$ cat config.mk
export PLATFORM = sky130hd
export DESIGN_NAME = piano_roll_midi_event_encoder
export DESIGN_NICKNAME = d
export VERILOG_FILES = /design/src/rtl/prme_pkg.sv /design/src/rtl/piano_roll_midi_event_encoder.sv /design/src/rtl/prme_front.sv /design/src/rtl/prme_evq.sv /design/src/rtl/prme_back.sv
export SDC_FILE = /design/constraint.sdc
export NUM_CORES = 1
export LEC_CHECK = 0
export ABC_AREA = 1
export BUFFER_PORTS_ARGS = -buffer_cell sky130_fd_sc_hd__buf_4
export CAP_MARGIN = 20
export CORE_MARGIN = 8
export CORE_UTILIZATION = 30
export CTS_BUF_LIST = sky130_fd_sc_hd__clkbuf_8 sky130_fd_sc_hd__clkbuf_16
export DETAILED_ROUTE_END_ITERATION = 12
export MAX_ROUTING_LAYER = met4
export PLACE_DENSITY = 0.48
export RECOVER_POWER = 100
export SYNTH_ARGS = -nofsm -noshare
export SYNTH_HDL_FRONTEND = slang
export SYNTH_SLANG_ARGS = --single-unit
export TNS_END_PERCENT = 100
$ cat constraint.sdc
create_clock -name i_clk -period 3.81 [get_ports i_clk]
set_input_delay 0.1905 -clock i_clk [delete_from_list [all_inputs] [get_ports i_clk]]
set_output_delay 0.1905 -clock i_clk [all_outputs]
set_load 0.01 [all_outputs]
$ cat src/rtl/prme_pkg.sv
// prme_pkg: shared types and constants of the piano-roll midi event encoder
// used by every file in rtl/, depends on nothing
`timescale 1ns / 1ps

package prme_pkg;

    // request codes of the input item
    localparam logic [1:0] REQ_CELL    = 2'd0;
    localparam logic [1:0] REQ_STEP    = 2'd1;
    localparam logic [1:0] REQ_RELEASE = 2'd2;

    // configuration register indexes
    localparam logic [1:0] REG_ON_THRESHOLD = 2'd0;
    localparam logic [1:0] REG_NOTE_OFFSET  = 2'd1;
    localparam logic [1:0] REG_ON_VELOCITY  = 2'd2;
    localparam logic [1:0] REG_MIDI_CHANNEL = 2'd3;

    localparam int CFG_IW = 2;
    localparam int CFG_DW = 8;

    // reset values of the configuration registers
    localparam logic [7:0] RST_ON_THRESHOLD = 8'd229;
    localparam logic [5:0] RST_NOTE_OFFSET  = 6'd20;
    localparam logic [6:0] RST_ON_VELOCITY  = 7'd64;
    localparam logic [3:0] RST_MIDI_CHANNEL = 4'd0;

    localparam int DELTA_W = 14;
    localparam logic [DELTA_W-1:0] DELTA_MAX = 14'h3FFF;

    localparam int KEY_W  = 7;
    localparam int NOTE_W = 7;
    localparam int VEL_W  = 7;
    localparam int CHAN_W = 4;

    // high nibble of the note-on status byte
    localparam logic [3:0] STATUS_NOTE_ON_HI = 4'h9;

    // event queue between front and back
    localparam int EVQ_DEPTH = 4;
    localparam int EVQ_AW    = 2;
    localparam int EVQ_CW    = 3;

    // one note event, ready to be serialized
    typedef struct packed {
        logic [DELTA_W-1:0] delta;
        logic               first;
        logic [CHAN_W-1:0]  channel;
        logic [NOTE_W-1:0]  note;
        logic [VEL_W-1:0]   velocity;
    } t_event;

    // queue status, used to gate the front's input and seen by the back
    typedef struct packed {
        logic             full;
        logic             avail;
        logic [EVQ_CW-1:0] count;
    } t_evq_stat;

endpackage

$ cat src/rtl/piano_roll_midi_event_encoder.sv
// piano_roll_midi_event_encoder: top level, front + event queue + byte back end
// depends on prme_pkg, prme_front, prme_evq, prme_back
`timescale 1ns / 1ps

// Turns a piano-roll item stream into running-status MIDI note event bytes.
// Items enter through push/full; an item is taken in the cycle it is pushed
// while the four-entry event queue has room, so step-end and no-change items
// stream at one per cycle. A key whose held state flips yields one event of
// three to five bytes (delta as one or two VLQ bytes, the 0x9n status byte on
// the first event only, note, velocity with last set); the back end sends one
// byte per cycle from its output register while bytes are popped, and its
// byte rate sets the sustained event rate. Note offs go out as velocity
// zero. Configuration is captured into each event when it is classified, so
// writes must be made while the block is idle.

module piano_roll_midi_event_encoder #(
    parameter int NUM_KEYS = 96
) (
    input  logic                        i_clk,
    input  logic                        i_rst_n,
    // input queue side
    input  logic                        push,
    output logic                        full,
    input  logic [1:0]                  i_req_type,
    input  logic [6:0]                  i_key,
    input  logic [7:0]                  i_note_level,
    // result queue side
    output logic                        empty,
    input  logic                        pop,
    output logic [7:0]                  o_out_byte,
    output logic                        o_last,
    // configuration writes
    input  logic                        i_cfg_we,
    input  logic [prme_pkg::CFG_IW-1:0] i_cfg_idx,
    input  logic [prme_pkg::CFG_DW-1:0] i_cfg_data
);

    // input transfer: front classifies and may push one event
    logic                accept;
    logic                ev_push;
    prme_pkg::t_event    ev_in;
    prme_pkg::t_event    ev_head;
    prme_pkg::t_evq_stat evq_stat;
    logic                ev_pop;
    logic                out_valid;

    // the front never pushes into a full queue, so full blocks every item
    assign full   = evq_stat.full;
    assign accept = push && !full;
    assign empty  = !out_valid;

    prme_front #(
        .NUM_KEYS (NUM_KEYS)
    ) u_front (
        .i_clk        (i_clk),
        .i_rst_n      (i_rst_n),
        .i_accept     (accept),
        .i_req_type   (i_req_type),
        .i_key        (i_key),
        .i_note_level (i_note_level),
        .i_cfg_we     (i_cfg_we),
        .i_cfg_idx    (i_cfg_idx),
        .i_cfg_data   (i_cfg_data),
        .o_ev_push    (ev_push),
        .o_ev         (ev_in)
    );

    // decouples classification from byte serialization
    prme_evq u_evq (
        .i_clk   (i_clk),
        .i_rst_n (i_rst_n),
        .i_push  (ev_push),
        .i_ev    (ev_in),
        .i_pop   (ev_pop),
        .o_head  (ev_head),
        .o_stat  (evq_stat)
    );

    // one byte per cycle into the output register, refilled on a result transfer
    prme_back u_back (
        .i_clk      (i_clk),
        .i_rst_n    (i_rst_n),
        .i_ev       (ev_head),
        .i_ev_avail (evq_stat.avail),
        .i_pop      (pop),
        .o_ev_pop   (ev_pop),
        .o_valid    (out_valid),
        .o_byte     (o_out_byte),
        .o_last     (o_last)
    );

    // the closing byte of an event is always a 7-bit velocity
    a_last_is_data : assert property (@(posedge i_clk) disable iff (!i_rst_n)
        (!empty && o_last) |-> !o_out_byte[7])
        else $error("last byte has bit 7 set");

    // queue occupancy stays within its depth
    a_evq_bound : assert property (@(posedge i_clk) disable iff (!i_rst_n)
        evq_stat.count <= prme_pkg::EVQ_CW'(prme_pkg::EVQ_DEPTH))
        else $error("event queue overfilled");

    // output bytes come only from queued events
    a_no_phantom : assert property (@(posedge i_clk) disable iff (!i_rst_n)
        (empty && !evq_stat.avail) |=> empty)
        else $error("byte produced without a queued event");

    // an event is dequeued only together with its final byte
    a_pop_on_last : assert property (@(posedge i_clk) disable iff (!i_rst_n)
        ev_pop |=> (!empty && o_last))
        else $error("event dequeued without its last byte");

endmodule

$ cat src/rtl/prme_front.sv
// prme_front: takes input items, keeps held keys, delta counter and config
// depends on prme_pkg
`timescale 1ns / 1ps

module prme_front #(
    parameter int NUM_KEYS = 96
) (
    input  logic                        i_clk,
    input  logic                        i_rst_n,
    input  logic                        i_accept,
    input  logic [1:0]                  i_req_type,
    input  logic [prme_pkg::KEY_W-1:0]  i_key,
    input  logic [7:0]                  i_note_level,
    input  logic                        i_cfg_we,
    input  logic [prme_pkg::CFG_IW-1:0] i_cfg_idx,
    input  logic [prme_pkg::CFG_DW-1:0] i_cfg_data,
    output logic                        o_ev_push,
    output prme_pkg::t_event            o_ev
);

    localparam int KEY_IW = (NUM_KEYS > 1) ? $clog2(NUM_KEYS) : 1;
    localparam logic [prme_pkg::KEY_W:0] KEY_LIMIT = (prme_pkg::KEY_W + 1)'(NUM_KEYS);

    logic [7:0]                     r_on_threshold;
    logic [5:0]                     r_note_offset;
    logic [prme_pkg::VEL_W-1:0]     r_on_velocity;
    logic [prme_pkg::CHAN_W-1:0]    r_midi_channel;
    logic [NUM_KEYS-1:0]            r_held;
    logic [prme_pkg::DELTA_W-1:0]   r_delta;
    logic                           r_first;

    logic [NUM_KEYS-1:0]            n_held;
    logic [prme_pkg::DELTA_W-1:0]   n_delta;
    logic                           n_first;

    logic              key_ok;
    logic [KEY_IW-1:0] key_idx;
    logic              held_now;
    logic              want;
    logic              fire;
    logic              fire_on;

    assign key_ok   = {1'b0, i_key} < KEY_LIMIT;
    assign key_idx  = i_key[KEY_IW-1:0];
    assign held_now = r_held[key_idx];
    assign want     = i_note_level > r_on_threshold;

    always_comb begin
        fire    = 1'b0;
        fire_on = 1'b0;
        n_held  = r_held;
        n_delta = r_delta;
        n_first = r_first;
        if (i_accept) begin
            unique case (i_req_type)
                prme_pkg::REQ_CELL: begin
                    if (key_ok && (want != held_now)) begin
                        fire            = 1'b1;
                        fire_on         = want;
                        n_held[key_idx] = want;
                    end
                end
                prme_pkg::REQ_STEP: begin
                    if (r_delta != prme_pkg::DELTA_MAX) begin
                        n_delta = r_delta + 1'b1;
                    end
                end
                prme_pkg::REQ_RELEASE: begin
                    if (key_ok && held_now) begin
                        fire            = 1'b1;
                        n_held[key_idx] = 1'b0;
                    end
                end
                default: begin
                end
            endcase
        end
        if (fire) begin
            n_delta = '0;
            n_first = 1'b0;
        end
    end

    assign o_ev_push      = fire;
    assign o_ev.delta     = r_delta;
    assign o_ev.first     = r_first;
    assign o_ev.channel   = r_midi_channel;
    assign o_ev.note      = prme_pkg::NOTE_W'(i_key + prme_pkg::KEY_W'(r_note_offset));
    assign o_ev.velocity  = fire_on ? r_on_velocity : '0;

    always_ff @(posedge i_clk) begin
        if (!i_rst_n) begin
            r_held         <= '0;
            r_delta        <= '0;
            r_first        <= 1'b1;
            r_on_threshold <= prme_pkg::RST_ON_THRESHOLD;
            r_note_offset  <= prme_pkg::RST_NOTE_OFFSET;
            r_on_velocity  <= prme_pkg::RST_ON_VELOCITY;
            r_midi_channel <= prme_pkg::RST_MIDI_CHANNEL;
        end else begin
            r_held  <= n_held;
            r_delta <= n_delta;
            r_first <= n_first;
            if (i_cfg_we) begin
                unique case (i_cfg_idx)
                    prme_pkg::REG_ON_THRESHOLD: r_on_threshold <= i_cfg_data;
                    prme_pkg::REG_NOTE_OFFSET:  r_note_offset  <= i_cfg_data[5:0];
                    prme_pkg::REG_ON_VELOCITY:  r_on_velocity  <= i_cfg_data[6:0];
                    prme_pkg::REG_MIDI_CHANNEL: r_midi_channel <= i_cfg_data[3:0];
                    default: begin
                    end
                endcase
            end
        end
    end

endmodule

$ cat src/rtl/prme_evq.sv
// prme_evq: small fifo of note events between front and back
// depends on prme_pkg
`timescale 1ns / 1ps

module prme_evq (
    input  logic                i_clk,
    input  logic                i_rst_n,
    input  logic                i_push,
    input  prme_pkg::t_event    i_ev,
    input  logic                i_pop,
    output prme_pkg::t_event    o_head,
    output prme_pkg::t_evq_stat o_stat
);

    prme_pkg::t_event                r_slot [prme_pkg::EVQ_DEPTH];
    logic [prme_pkg::EVQ_AW-1:0]     r_wr;
    logic [prme_pkg::EVQ_AW-1:0]     r_rd;
    logic [prme_pkg::EVQ_CW-1:0]     r_count;

    logic do_push;
    logic do_pop;

    assign o_stat.full  = r_count == prme_pkg::EVQ_CW'(prme_pkg::EVQ_DEPTH);
    assign o_stat.avail = r_count != '0;
    assign o_stat.count = r_count;
    assign o_head       = r_slot[r_rd];

    assign do_push = i_push && !o_stat.full;
    assign do_pop  = i_pop && o_stat.avail;

    always_ff @(posedge i_clk) begin
        if (do_push) begin
            r_slot[r_wr] <= i_ev;
        end
    end

    always_ff @(posedge i_clk) begin
        if (!i_rst_n) begin
            r_wr    <= '0;
            r_rd    <= '0;
            r_count <= '0;
        end else begin
            if (do_push) begin
                r_wr <= r_wr + 1'b1;
            end
            if (do_pop) begin
                r_rd <= r_rd + 1'b1;
            end
            unique case ({do_push, do_pop})
                2'b10:   r_count <= r_count + 1'b1;
                2'b01:   r_count <= r_count - 1'b1;
                default: r_count <= r_count;
            endcase
        end
    end

endmodule

$ cat src/rtl/prme_back.sv
// prme_back: serializes queued note events into bytes behind an output register
// depends on prme_pkg
`timescale 1ns / 1ps

module prme_back (
    input  logic             i_clk,
    input  logic             i_rst_n,
    input  prme_pkg::t_event i_ev,
    input  logic             i_ev_avail,
    input  logic             i_pop,
    output logic             o_ev_pop,
    output logic             o_valid,
    output logic [7:0]       o_byte,
    output logic             o_last
);

    typedef enum logic [2:0] {
        STEP_DHI,
        STEP_DLO,
        STEP_STATUS,
        STEP_NOTE,
        STEP_VEL
    } t_step_e;

    t_step_e    r_step;
    logic       r_mid;
    logic       r_valid;
    logic [7:0] r_byte;
    logic       r_last;

    t_step_e    cur_step;
    t_step_e    n_step;
    logic [7:0] n_byte;
    logic       adv;

    always_comb begin
        if (r_mid) begin
            cur_step = r_step;
        end else if (i_ev.delta[prme_pkg::DELTA_W-1:7] != '0) begin
            cur_step = STEP_DHI;
        end else begin
            cur_step = STEP_DLO;
        end
    end

    always_comb begin
        unique case (cur_step)
            STEP_DHI: begin
                n_byte = {1'b1, i_ev.delta[prme_pkg::DELTA_W-1:7]};
                n_step = STEP_DLO;
            end
            STEP_DLO: begin
                n_byte = {1'b0, i_ev.delta[6:0]};
                n_step = i_ev.first ? STEP_STATUS : STEP_NOTE;
            end
            STEP_STATUS: begin
                n_byte = {prme_pkg::STATUS_NOTE_ON_HI, i_ev.channel};
                n_step = STEP_NOTE;
            end
            STEP_NOTE: begin
                n_byte = {1'b0, i_ev.note};
                n_step = STEP_VEL;
            end
            STEP_VEL: begin
                n_byte = {1'b0, i_ev.velocity};
                n_step = STEP_DLO;
            end
            default: begin
                n_byte = '0;
                n_step = STEP_DLO;
            end
        endcase
    end

    assign adv      = i_ev_avail && (!r_valid || i_pop);
    assign o_ev_pop = adv && (cur_step == STEP_VEL);
    assign o_valid  = r_valid;
    assign o_byte   = r_byte;
    assign o_last   = r_last;

    always_ff @(posedge i_clk) begin
        if (!i_rst_n) begin
            r_step  <= STEP_DLO;
            r_mid   <= 1'b0;
            r_valid <= 1'b0;
        end else begin
            if (adv) begin
                r_valid <= 1'b1;
                r_byte  <= n_byte;
                r_last  <= cur_step == STEP_VEL;
                r_mid   <= cur_step != STEP_VEL;
                r_step  <= n_step;
            end else if (i_pop) begin
                r_valid <= 1'b0;
            end
        end
    end

endmodule
==> impl_metrics.yaml <==
die:
  chipHeight_microns: 237.9
  io_pins: 43
  initial_core_util_pct: 30.29
  coreArea_sq_um: 48750
  die_w_microns: 237.9
  placementRows: 81
  die-area_sq_um: 56580
global_routing:
  grt_antenna_before_repair: 0
  grt_max_degree: 123
  grt_pass1_wl_mm: 68.05
  overflow: 0
  grt_pass1_vias: 11940
  grt_usage_pct: 15.47
yosys:
  syn_avg_cell_area_sq_um: 7.683
  syn_inst: 1922
  yosysWarnings: 0
  synthMuxAreaShare_pct: 0
  synthAdderAreaFrac_pct: 1.966
  synth-seq-cells: 291
  synth_compound_area_share_pct: 8.761
  synth_xor_area_share_pct: 0.6524
  synth_cell_types: 40
  yosys.area_share.simple_pct: 31.02
  synth_area_sq_um: 14770
  syn_nets: 1976
  seq_area_frac_synth_pct: 49.01
  synth_top_family_by_area: "simple AND/OR/NAND/NOR gates"
cts:
  clk_latency_ns: 0.55
  cts-root-buf: "clkbuf_16"
  htreeDepth: 2
  cts_tree: "done"
  ctsResizeCount: 0
  clkSinkCount: 291
  post-cts-setup-buffers: 0
  path_clk_slew_ns: 0.06
  clock_path_buffers: 3
  cts_hold_buf: 9
  cts-buffers-inserted: 36
drt:
  wl_per_cell_microns: 16.43
  drt_iter0_drc: 844
  drt_wl_total_mm: 43.31
  drt_first_pass_iters: 5
  vias_per_cell: 4.805
  ant_nets: 0
  vias: 12670
  route.detailed.drc: 0
sta:
  fin_skew_ns: 0.02371
  drv_slew: 121
  setup_tns_ns: 0
  period_share_pct: 86.76
  worst_pin_slew_ns: 1.938
  slew_headroom_pct: -29.21
  hold_violations: 0
  timing.fmax_mhz: 302.5
  setup-violations-final: 0
  post-route-min-period_ns: 3.305
  rsz0062_at_grt: "no"
outcome:
  status: "complete, but fails checks"
  violations: "max-capacitance violations, max-slew violations"
place:
  dp_hpwl_mm: 27.56
  io_buffer_count: 42
  routabilityCongestion: 0.8425
power_and_ir_drop:
  post-layout-total-power_mw: 7.380
  pwr_density_cell_nw_per_um2: 440.7
  ir_drop_mv: 0.3575
  leakagePower_nw: 6.784
setup_path:
  cp_max_fo: 31
  cp_slowest_stage_delay_ns: 0.95
  slowest_stage: "nor2_1"
  cp-end-kind: "flop"
  crit_chain: "dlygate4sd3_1 > clkbuf_1 > inv_1 > clkbuf_1 > nor2_1 > nand4_1 > o31ai_1 > inv_1"
  path_class: "in2reg"
  worst_setup_path_start_kind: "primary input"
  r2r_setup_slack_ns: 0.59
  required_ns: 4.23
  worst_ep_arrival_time_ns: 3.73
run:
  max-cap-violations: 2
layout:
  nets: 1999
  antennaDiodeCount: 0
  fillers: 5158
  layout_common_cells: "464 x nand2_1, 372 x nor2_1, 193 x inv_1, 180 x nand3_1, 150 x dfxtp_1"
  syn_to_final_growth_pct: 13.41
  drive_above_1_share_pct: 6.187
  final_common_cell: "nand2_1"
min_path:
  hold_class: "in2reg"
-- final timing paths --
kind / from / depth (start not counted) / endpoint
setup / recovery: i_rst_n / 8 / u_back.r_step[0]
setup reg to reg: flop / 10 / u_back.o_byte[3]
hold / removal: pop / 4 / u_back.o_valid
hold reg to reg: u_evq.r_count[0] / 1 / u_evq.r_count[0]
-- cell families (layout without fill, tap and decap cells) --
logic type	Yosys count	after routing
compound gates	225	225
xor+xnor	11	11
buf+inv	294	344
simple gates	1079	1079
flops	291	291
fa+ha+maj	22	22
-- where the power goes --
part / switching, mW / total, mW / internal (mW) / leakage (nW)
Sequential: 0.0225 / 3.35 / 3.33 / 2.44
Clock: 1.40 / 3.48 / 2.08 / 0.609
Combinational: 0.408 / 0.554 / 0.146 / 3.74
Total: 1.83 / 7.38 / 5.55 / 6.78
-- metal layers --
metal | vias up | wire length [microns] | part of all wire (%) | GRT usage, %
met4 | 0 | 1074 | 2.5 | 4.924
li1 | 6324 | - | - | -
met1 | 5980 | 20020 | 46 | 19.66
met3 | 70 | 1866 | 4.3 | 2.400
met2 | 292 | 20350 | 47 | 25.15
met5 | - | 0 | 0 | -
-- sequential cells by signal, indices dropped and copies added, names as in the netlist, named ones only --
register,cells
u_front.r_delta,14
u_back.o_valid,1
u_evq.r_slot,132
u_evq.r_rd,2
u_back.r_step,3
u_front.r_first,1
u_evq.r_count,3
u_evq.r_wr,2
u_front.r_on_velocity,7
u_back.o_last,1
u_front.r_midi_channel,4
u_front.r_note_offset,6
u_front.r_held,96
u_back.r_mid,1
u_front.r_on_threshold,8
u_back.o_byte,8
-- final cells by class --
type / count / area, sq um / share of cell area [%]
clock buffer: 36 / 900.9 / 5.379
clock inverter: 29 / 292.8 / 1.748
inverter: 197 / 742.0 / 4.430
multi-input combinational: 1337 / 6141 / 36.67
sequential: 291 / 7237 / 43.21
tap: 664 / 830.8 / 4.961
timing repair buffer: 82 / 603.1 / 3.601
-- cell usage after synthesis --
| master | number | area share [%] |
|---|---|---|
| nand2_4 | 2 | 0.15 |
| nor3_1 | 6 | 0.20 |
| buf_2 | 22 | 0.75 |
| and2_1 | 1 | 0.042 |
| o2111ai_1 | 2 | 0.12 |
| dfxtp_1 | 150 | 20 |
| nand3_2 | 27 | 1.8 |
| o221ai_1 | 1 | 0.059 |
| buf_1 | 11 | 0.28 |
| inv_1 | 187 | 4.8 |
| nand4_1 | 40 | 1.7 |
| fa_1 | 2 | 0.27 |
| o31ai_1 | 28 | 1.4 |
| inv_4 | 1 | 0.042 |
| edfxtp_1 | 141 | 29 |
| nor2_1 | 374 | 9.5 |
| a211oi_1 | 1 | 0.051 |
| xnor2_1 | 3 | 0.18 |
| a31oi_1 | 2 | 0.085 |
| a32o_1 | 1 | 0.068 |
| buf_4 | 8 | 0.41 |
| buf_6 | 14 | 1.1 |
| o22ai_1 | 23 | 0.97 |
| clkinv_1 | 6 | 0.15 |
| or2_2 | 3 | 0.13 |
| clkbuf_1 | 42 | 1.1 |
| a221o_1 | 2 | 0.14 |
| xor2_1 | 8 | 0.47 |
| inv_2 | 3 | 0.076 |
| o211ai_1 | 6 | 0.31 |
| o21bai_1 | 5 | 0.25 |
| a21oi_1 | 64 | 2.2 |
| o21ai_1 | 1 | 0.034 |
| nor3b_1 | 10 | 0.51 |
| o22a_1 | 2 | 0.12 |
| nand2_1 | 463 | 12 |
| o21a_1 | 1 | 0.051 |
| ha_1 | 20 | 1.7 |
| nand3_1 | 153 | 5.2 |
| o21ai_0 | 86 | 2.9 |
-- critical path, delay by kind of cell --
kind / cells / cell delay, ns
simple gates: 2 / 1.12
compound gates: 1 / 0.11
buf+inv: 5 / 2.29
-- per-stage QoR --
stage	area, sq um	worst slack [ns]	cells	util, %	hold WS, ns
2_1_floorplan	14770	0.5275	1922	-	0.3037
3_3_place_gp	15770	0.5323	2562	32.36	0.4096
3_5_place_dp	15770	0.4790	2562	32.36	0.4180
4_1_cts	17060	0.6315	2636	34.99	0.03479
5_1_grt	16750	0.2106	2636	34.35	0.09733
6_report	16750	0.5046	2636	34.35	0.04876
Note: power is estimated with default switching activity, not from simulation.
